### src/rtl/throttled_priority_notice_queue_defines.svh
// Assertion helpers shared by the notice queue modules.
// Both expect a signal named clock in the module that uses them; TPNQ_ASSERT also expects reset.
`ifndef THROTTLED_PRIORITY_NOTICE_QUEUE_DEFINES_SVH
`define THROTTLED_PRIORITY_NOTICE_QUEUE_DEFINES_SVH

// Checked only outside reset
`define TPNQ_ASSERT(lbl, prop, msg) \
   lbl: assert property (@(posedge clock) disable iff (reset) (prop)) else $error(msg);

// Checked at every edge, reset included
`define TPNQ_ASSERT_ALWAYS(lbl, prop, msg) \
   lbl: assert property (@(posedge clock) (prop)) else $error(msg);

`endif

### src/rtl/tpnq_pkg.sv
package tpnq_pkg;

   // Sizing
   localparam int QUEUE_DEPTH = 8;
   localparam int ID_BITS     = 8;
   localparam int SEEN_DEPTH  = 1 << ID_BITS;
   localparam int CNT_W       = $clog2(QUEUE_DEPTH + 1);

   // Fixed field widths
   localparam int ID_W       = 8;
   localparam int DUR_W      = 16;
   localparam int NOW_W      = 32;
   localparam int LIMIT_W    = 4;
   localparam int CSR_IDX_W  = 3;
   localparam int CSR_DATA_W = 16;

   // Register reset values
   localparam logic [LIMIT_W-1:0]    LIMIT_RESET    = LIMIT_W'(3);
   localparam logic [CSR_DATA_W-1:0] COOLDOWN_RESET = CSR_DATA_W'(6000);
   localparam logic [CSR_DATA_W-1:0] LIFETIME_RESET = CSR_DATA_W'(2500);
   localparam logic [CSR_DATA_W-1:0] GAP_RESET      = CSR_DATA_W'(800);

   typedef logic [ID_BITS-1:0] slot_type;
   typedef logic [CNT_W-1:0]   count_type;

   typedef struct packed {
      logic [ID_W-1:0]  id;
      logic [DUR_W-1:0] dur;
      logic             urg;
   } notice_type;

   // Queue command word from the control logic
   typedef struct packed {
      logic       push_head;
      logic       push_tail;
      logic       pop;
      notice_type item;
   } q_cmd_type;

   typedef enum logic [CSR_IDX_W-1:0] {
      CSR_QUEUE_LIMIT     = 3'd0,
      CSR_REPEAT_COOLDOWN = 3'd1,
      CSR_SHOW_LIFETIME   = 3'd2,
      CSR_MIN_GAP         = 3'd3
   } csr_reg_type;

   typedef enum logic [1:0] {
      ST_IDLE,
      ST_READ,
      ST_EXEC
   } state_type;

   typedef enum logic {
      MODE_PUSH = 1'b0,
      MODE_TICK = 1'b1
   } mode_type;

   // Seen-table index of an identifier
   function automatic slot_type slot_of(logic [ID_W-1:0] id);
      return slot_type'(id);
   endfunction

endpackage

### src/rtl/tpnq_wait_queue.sv
module tpnq_wait_queue (
   input  logic                    clock,
   input  logic                    reset,
   input  tpnq_pkg::q_cmd_type     cmd,
   input  tpnq_pkg::count_type     limit,
   input  logic [tpnq_pkg::ID_W-1:0] probe_id,
   output tpnq_pkg::count_type     count,
   output tpnq_pkg::notice_type    head,
   output logic                    dup
);
   import tpnq_pkg::*;

   notice_type entry_ff [QUEUE_DEPTH];
   notice_type entry_in [QUEUE_DEPTH];
   count_type  count_ff, count_in;
   count_type  top;
   logic [QUEUE_DEPTH-1:0] hit;

   // Duplicate scan over the live entries
   always_comb begin
      for (int k = 0; k < QUEUE_DEPTH; k++) begin
         hit[k] = (CNT_W'(k) < count_ff) && (entry_ff[k].id == probe_id);
      end
   end

   assign dup   = |hit;
   assign head  = entry_ff[0];
   assign count = count_ff;

   // Insert at head, append at tail, or pop the head
   always_comb begin
      top      = (count_ff >= CNT_W'(QUEUE_DEPTH)) ? CNT_W'(QUEUE_DEPTH - 1) : count_ff;
      entry_in = entry_ff;
      count_in = count_ff;
      if (cmd.push_head) begin
         for (int k = 1; k < QUEUE_DEPTH; k++) begin
            entry_in[k] = entry_ff[k-1];
         end
         entry_in[0] = cmd.item;
         count_in    = ((top + 1'b1) > limit) ? limit : (top + 1'b1);
      end else if (cmd.push_tail) begin
         for (int k = 0; k < QUEUE_DEPTH; k++) begin
            if (CNT_W'(k) == count_ff) begin
               entry_in[k] = cmd.item;
            end
         end
         count_in = count_ff + 1'b1;
      end else if (cmd.pop) begin
         for (int k = 0; k < QUEUE_DEPTH - 1; k++) begin
            entry_in[k] = entry_ff[k+1];
         end
         count_in = count_ff - 1'b1;
      end
   end

   always_ff @(posedge clock) begin
      entry_ff <= entry_in;
   end

   always_ff @(posedge clock) begin
      if (reset) begin
         count_ff <= '0;
      end else begin
         count_ff <= count_in;
      end
   end

`include "throttled_priority_notice_queue_defines.svh"

   `TPNQ_ASSERT(a_count_bound, count_ff <= CNT_W'(QUEUE_DEPTH), "queue count beyond depth")
   `TPNQ_ASSERT(a_pop_nonempty, cmd.pop |-> count_ff != '0, "pop from an empty queue")
   `TPNQ_ASSERT(a_tail_room, cmd.push_tail |=> count_ff == $past(count_ff) + 1'b1,
                "append did not grow the queue")

endmodule
### config.mk
export PLATFORM = sky130hd
export DESIGN_NAME = tpnq_wait_queue
export DESIGN_NICKNAME = d
export VERILOG_FILES = /design/src/rtl/tpnq_pkg.sv /design/src/rtl/tpnq_wait_queue.sv
export VERILOG_INCLUDE_DIRS = /design/src /design/src/rtl
export SDC_FILE = /design/constraint.sdc
export NUM_CORES = 1
export LEC_CHECK = 0
export ABC_AREA = 1
export BUFFER_PORTS_ARGS = -buffer_cell sky130_fd_sc_hd__buf_4
export CAP_MARGIN = 20
export CORE_MARGIN = 3
export CORE_UTILIZATION = 40
export DETAILED_ROUTE_END_ITERATION = 16
export SLEW_MARGIN = 10
export SYNTH_ARGS = -nofsm -noshare
export SYNTH_HDL_FRONTEND = slang
export SYNTH_SLANG_ARGS = --single-unit
### constraint.sdc
create_clock -name clock -period 4.4 [get_ports clock]
set_clock_uncertainty 0.2 [all_clocks]
set_input_delay 0.22 -clock clock [delete_from_list [all_inputs] [get_ports clock]]
set_output_delay 0.22 -clock clock [all_outputs]
set_load 0.01 [all_outputs]
Word level (Yosys, flattened, before mapping). Cells that the tools add are included.

Muxes and demuxes: 17. Equal/unequal tests: 22. $lt $le $gt $ge: 10. Add/subtract/negate cells: 3. Reductions and logical operators: 21.

Operators by type and width (number): 175-bit two-way mux (2); 25-bit two-way mux (9); 200-bit two-way mux (1); 8-bit equality test (8); 3-bit by 1-bit inequality test with 1-bit output, second input constant (7); 4-bit two-way mux (5); 3-bit by 4-bit equality test with 1-bit output, first input constant (4); 3-bit by 4-bit less-than comparator with 1-bit output, first input constant (4); 2-bit AND reduction (8); 4-bit by 1-bit adder with 4-bit output, second input constant (2); 2-bit by 4-bit equality test with 1-bit output, first input constant (2); 1-bit logical AND (8); 1-bit by 4-bit less-than comparator with 1-bit output, first input constant (2); 2-bit by 4-bit less-than comparator with 1-bit output, first input constant (2); 8-bit OR reduction (1); 1-bit by 4-bit equality test with 1-bit output, first input constant (1); 4-bit >= comparator, second input constant (1); 4-bit greater-than comparator (1); 4-bit zero test (1); 2-bit nonzero test (2); 4-bit by 1-bit subtractor with 4-bit output, second input constant (1); 3-bit nonzero test (1).

Flip-flop bits (word level): 204. Input bits: 42. Output and inout port bits: 30. Word-level logic and storage cells: 98.

Logic depth before layout (Yosys ltp).
Depth after elaboration: 6. Gate-level depth with buffers: 14. Gate-level depth less buffers: 14.

Worst setup path before layout. Ideal clock, no wire load.

Path kind: flip-flop to flip-flop. Start point: register count_ff[2], in the netlist count[2]. End point: register entry_ff[0] (netlist bit), enable pin. Buffers on the path: 1. Data arrival time: 2.492 ns. Cell stages (with the launch flop): 4. Path slack: 1.266 ns. Library setup time: 0.442 ns. Path through: dfxtp_1 > buf_4 > nand4_1 > o21ai_0.

Cells in the longest elaborated chain, start to end: 3.

Ends and longest elaborated chain: start: declaration (line tpnq_wait_queue.sv:15) `count_type count_ff, count_in;`; start signal: assignment (line tpnq_wait_queue.sv:64) `count_ff <= count_in;`; 3-bit by 4-bit equality test with 1-bit output (line tpnq_wait_queue.sv:43) `if (CNT_W'(k) == count_ff) begin`; 2-bit nonzero test (no source line); 2-bit AND reduction (no source line); end signal: assignment (line tpnq_wait_queue.sv:57) `entry_ff <= entry_in;`; end: declaration (line tpnq_wait_queue.sv:13) `notice_type entry_ff [QUEUE_DEPTH];`.

No other way between the ends. A chain may end at the register's enable or synchronous reset.

Worst setup path after layout.
Start point: register count_ff[3], in the netlist count[3]. End point: register count_ff[0], in the netlist count[0].

Cells in the longest elaborated chain, start to end: 6.

Ends and longest elaborated chain: 4-bit >= comparator (line tpnq_wait_queue.sv:32) `top = (count_ff >= CNT_W'(QUEUE_DEPTH)) ? CNT_W'(QUEUE_DEPTH - 1) : count_ff;`; 4-bit two-way mux * (line tpnq_wait_queue.sv:32); 4-bit by 1-bit adder with 4-bit output * (line tpnq_wait_queue.sv:40) `count_in = ((top + 1'b1) > limit) ? limit : (top + 1'b1);`; 4-bit greater-than comparator (line tpnq_wait_queue.sv:40); 4-bit two-way mux * (line tpnq_wait_queue.sv:40); 4-bit two-way mux * (line tpnq_wait_queue.sv:35) `if (cmd.push_head) begin`.

Mark *: on every way between the ends. The rest lies on a longest branch, timed or not.

==> results.md <==
| Quantity | Value | Unit |
|:---|:---|:---|
| Number of ports placed on the die boundary | 72 | - |
| Number of nets with antenna violations after detailed routing | 0 | - |
| Yosys Warn Count | 0 | - |
| Relative slew slack | 29.56 | % |
| Share of the clock period used by the worst path after layout | 81.78 | % |
| Data arrival time of the critical path | 3.86 | ns |
| Final design instance area without fill | 0.01231 | sq mm |
| Initial core utilization | 41.31 | % |
| Simple-Gate Fraction of Synth Area | 23.13 | % |
| Root Driver | clkbuf_16 | - |
| Reg2Reg Launch Point | count[3]$_SDFFE_PP0P_ | - |
| R2r worst-path depth | 16 | - |
| Cell area after placement | 0.01124 | sq mm |
| Endpoint required time on the critical path | 4.66 | ns |
| Upper clock frequency limit | 277.9 | MHz |
| GRT Residual Overflow | 0 | - |
| Worst-case setup margin in the final layout | 0.8018 | ns |
| Die Ht | 168.7 | microns |
| Remaining DRCs | 0 | - |
| Die extent in x | 168.7 | microns |
| Share of post-route cells with drive strength above 1 | 11.09 | % |
| Flops & latches, synth | 204 | - |
| Number of endpoints with negative hold slack in the final report | 0 | - |
| H-Tree Depth | 1 | - |
| Insertion delay to the later sink of the worst-skew pair | 0.52 | ns |
| Total power per unit cell area | 473.7 | mW/mm^2 |
| Depth of the worst hold-timing path | 6 | - |
| Initial detailed-routing violation count | 884 | - |
| Worst Setup End Kind | register | - |
| Core box area | 0.02562 | sq mm |
| Count of cells resized by post-cts repair | 0 | - |
| HPWL after detailed placement | 17280 | microns |
| Total of endpoints with negative setup slack in the final report | 0 | - |
| Post-synthesis cell area | 0.01058 | sq mm |
| Routability cong. | 0.8389 | - |
| Dominant combinational cell family by area after synthesis | simple AND/OR/NAND/NOR gates | - |
| Launching element type of the critical path | register | - |
| Number of max-cap violations | 0 | - |
| Clock tree from TritonCTS | yes | - |
| Largest vdd supply drop | 288.9 | uV |
| Fraction of synthesized cell area in xor and xnor cells | 2.400 | % |
| Number of global-route vias before repair | 7736 | - |
| Hold Crit Start | cmd[26] | - |
| Final-layout setup total negative slack | 0 | ns |
| Flop-to-flop setup slack | 0.80 | ns |
| Total inserted antenna cells | 0 | - |
| Leak Pwr | 5.330 | nW |
| Post-layout minimum cycle time | 3.598 | ns |
| Kind of path behind the tightest hold check | primary input to register | - |
| Largest fanout on the critical path | 8 | - |
| Crit Path Category | register to register | - |
| First-pass GRT wire length | 42840 | microns |
| Clock transition at path regs | 0.05 | ns |
| Pin count of the biggest net entering global routing | 107 | - |
| Sink count of the clock tree | 204 | - |
| Layout Utilization | 48.06 | % |
| FP Rows | 58 | - |
| Final net count | 1270 | - |
| Routed len/inst | 17.53 | microns |
| Setup repair after global routing missed its margin | no | - |
| Average size of a mapped cell | 9.155 | sq um |
| Post-place setup slack | 1.710 | ns |
| Synthesized instance count | 1156 | - |
| Final Slew Violations | 0 | - |
| Commonest cells after routing, fill and taps aside | 422 x nand2_1, 200 x edfxtp_1, 119 x nand3_1 | - |
| Status | completed | - |
| Deepest clock path buffer count | 3 | - |
| Detail-routed via count per cell | 5.265 | - |
| Aggregate routed wire length | 27440 | microns |
| Endpoint of the worst-slack reg-to-reg timing path | count[0]$_SDFFE_PP0P_ | - |
| Hold EP | count[2]$_SDFFE_PP0P_ | - |
| Antenna violations before repair | 0 | - |
| Number of optimization iterations in the first detailed-route pass | 5 | - |
| Number of buffers added on ports | 71 | - |
| Synthesized net count | 1207 | - |
| Via count | 8239 | - |
| Most common library cell in the layout ignoring fill and taps | nand2_1 | - |
| Multiplexer share of the synthesized area | 0 | % |
| Post-synthesis adder-cell area fraction | 1.064 | % |
| Synth-to-layout area growth | 16.34 | % |
| Clock buffers created by TritonCTS | 24 | - |
| Total track usage | 18.86 | % |
| Area enclosed by the die boundary | 0.02844 | sq mm |
| Count of different cell masters after synthesis | 29 | - |
| Pin slew with the least headroom to its limit | 1.057 | ns |
| Share of the synthesized area in compound gates (AO/OA/AOI/OAI) | 7.862 | % |
| Post-synthesis sequential area ratio | 57.51 | % |
-- worst max-delay path by stage --
| stage | startpoint | to | slack [ns] | cells past startpoint |
|---|---|---|---|---|
| floorplan | count[2]$_SDFFE_PP0P_ | entry_ff[0]$_DFFE_PP_ | 1.27 | 3 |
| global placement | cmd[27] | head[8]$_DFFE_PP_ | 1.75 | 5 |
| detailed placement | cmd[27] | head[9]$_DFFE_PP_ | 1.71 | 5 |
| CTS | count[3]$_SDFFE_PP0P_ | count[0]$_SDFFE_PP0P_ | 0.83 | 16 |
| global route | count[3]$_SDFFE_PP0P_ | count[0]$_SDFFE_PP0P_ | 0.51 | 16 |
| finish | count[3]$_SDFFE_PP0P_ | count[0]$_SDFFE_PP0P_ | 0.80 | 16 |
-- repair_timing --
action                    in CTS  in global routing
buffers inserted               0                  0
hold endpoints to repair     204                  0
hold buffers                  33                  0
-- flip-flops by register name, indices dropped and copies added, names as in the netlist --
register  cells
count         4
entry_ff    175
head         25
-- cell type report --
cell class                      count  area, sq um
Tap cell                          330        412.9
Clock buffer                       29        619.3
Fill cell                        2419        13310
Multi-Input combinational cell    768         3680
Timing Repair Buffer              118         1006
Inverter                          103        386.6
Sequential cell                   204         6086
Clock inverter                     13        121.4
-- routing by layer --
metal	routed length [microns]	track usage [%]
met1	12530	28.07
met2	12860	30.28
met3	1628	2.172
met4	422	3.415
met5	0	0
-- kinds of logic (layout without fill, tap and decap cells) --
| kind of cell | count (synthesis) | after routing |
|---|---|---|
| flops | 204 | 204 |
| compound gates | 132 | 132 |
| buf+inv | 184 | 263 |
| simple gates | 598 | 598 |
| xor+xnor | 29 | 29 |
| fa+ha+maj | 9 | 9 |
-- per-stage QoR --
step	power, mW	hold WS [ns]	cells
floorplan	3.525	0.1881	1156
global placement	3.904	0.3217	1490
detailed placement	3.920	0.3255	1490
CTS	5.875	0.07714	1565
global route	6.121	0.1813	1565
finish	5.833	0.1089	1565
-- cell usage after synthesis --
library cell,number,share of area (%)
a21boi_0,1,0.071
a21oi_1,14,0.66
a22oi_1,23,1.6
a31oi_1,1,0.059
buf_1,1,0.035
buf_2,38,1.8
buf_4,28,2.0
buf_6,1,0.11
clkbuf_1,13,0.46
dfxtp_1,4,0.76
edfxtp_1,200,57
ha_1,9,1.1
inv_1,99,3.5
inv_2,4,0.14
nand2_1,422,15
nand2_2,7,0.41
nand3_1,119,5.6
nand3b_1,1,0.071
nand4_1,3,0.18
nor2_1,43,1.5
nor2_4,1,0.11
nor2_8,1,0.19
nor3_1,1,0.047
o211ai_1,8,0.57
o21ai_0,60,2.8
o21ai_1,1,0.047
o221ai_1,24,2.0
xnor2_1,22,1.8
xor2_1,7,0.58
-- critical path: stages, from the launching register on --
cell and delay [ns]:
dfxtp_1 0.37, inv_1 0.27, nand2_1 0.16, ha_1 0.23
xor2_1 0.19, inv_1 0.06, ha_1 0.27, nand2_1 0.04
inv_1 0.06, nand2_1 0.05, nand2_1 0.14, nand2_1 0.13
nand2_1 0.08, nand3_1 0.07, dlygate4sd3_1 0.56, a21oi_1 0.12
dlygate4sd3_1 0.55
-- where the power goes --
part	total, mW	switching (mW)	internal, mW	leakage [nW]
logic	1.14	0.699	0.445	2.87
registers	2.79	0.228	2.56	2.09
clock network	1.90	0.786	1.12	0.367
No activity file was read; power rests on OpenSTA's default activity.
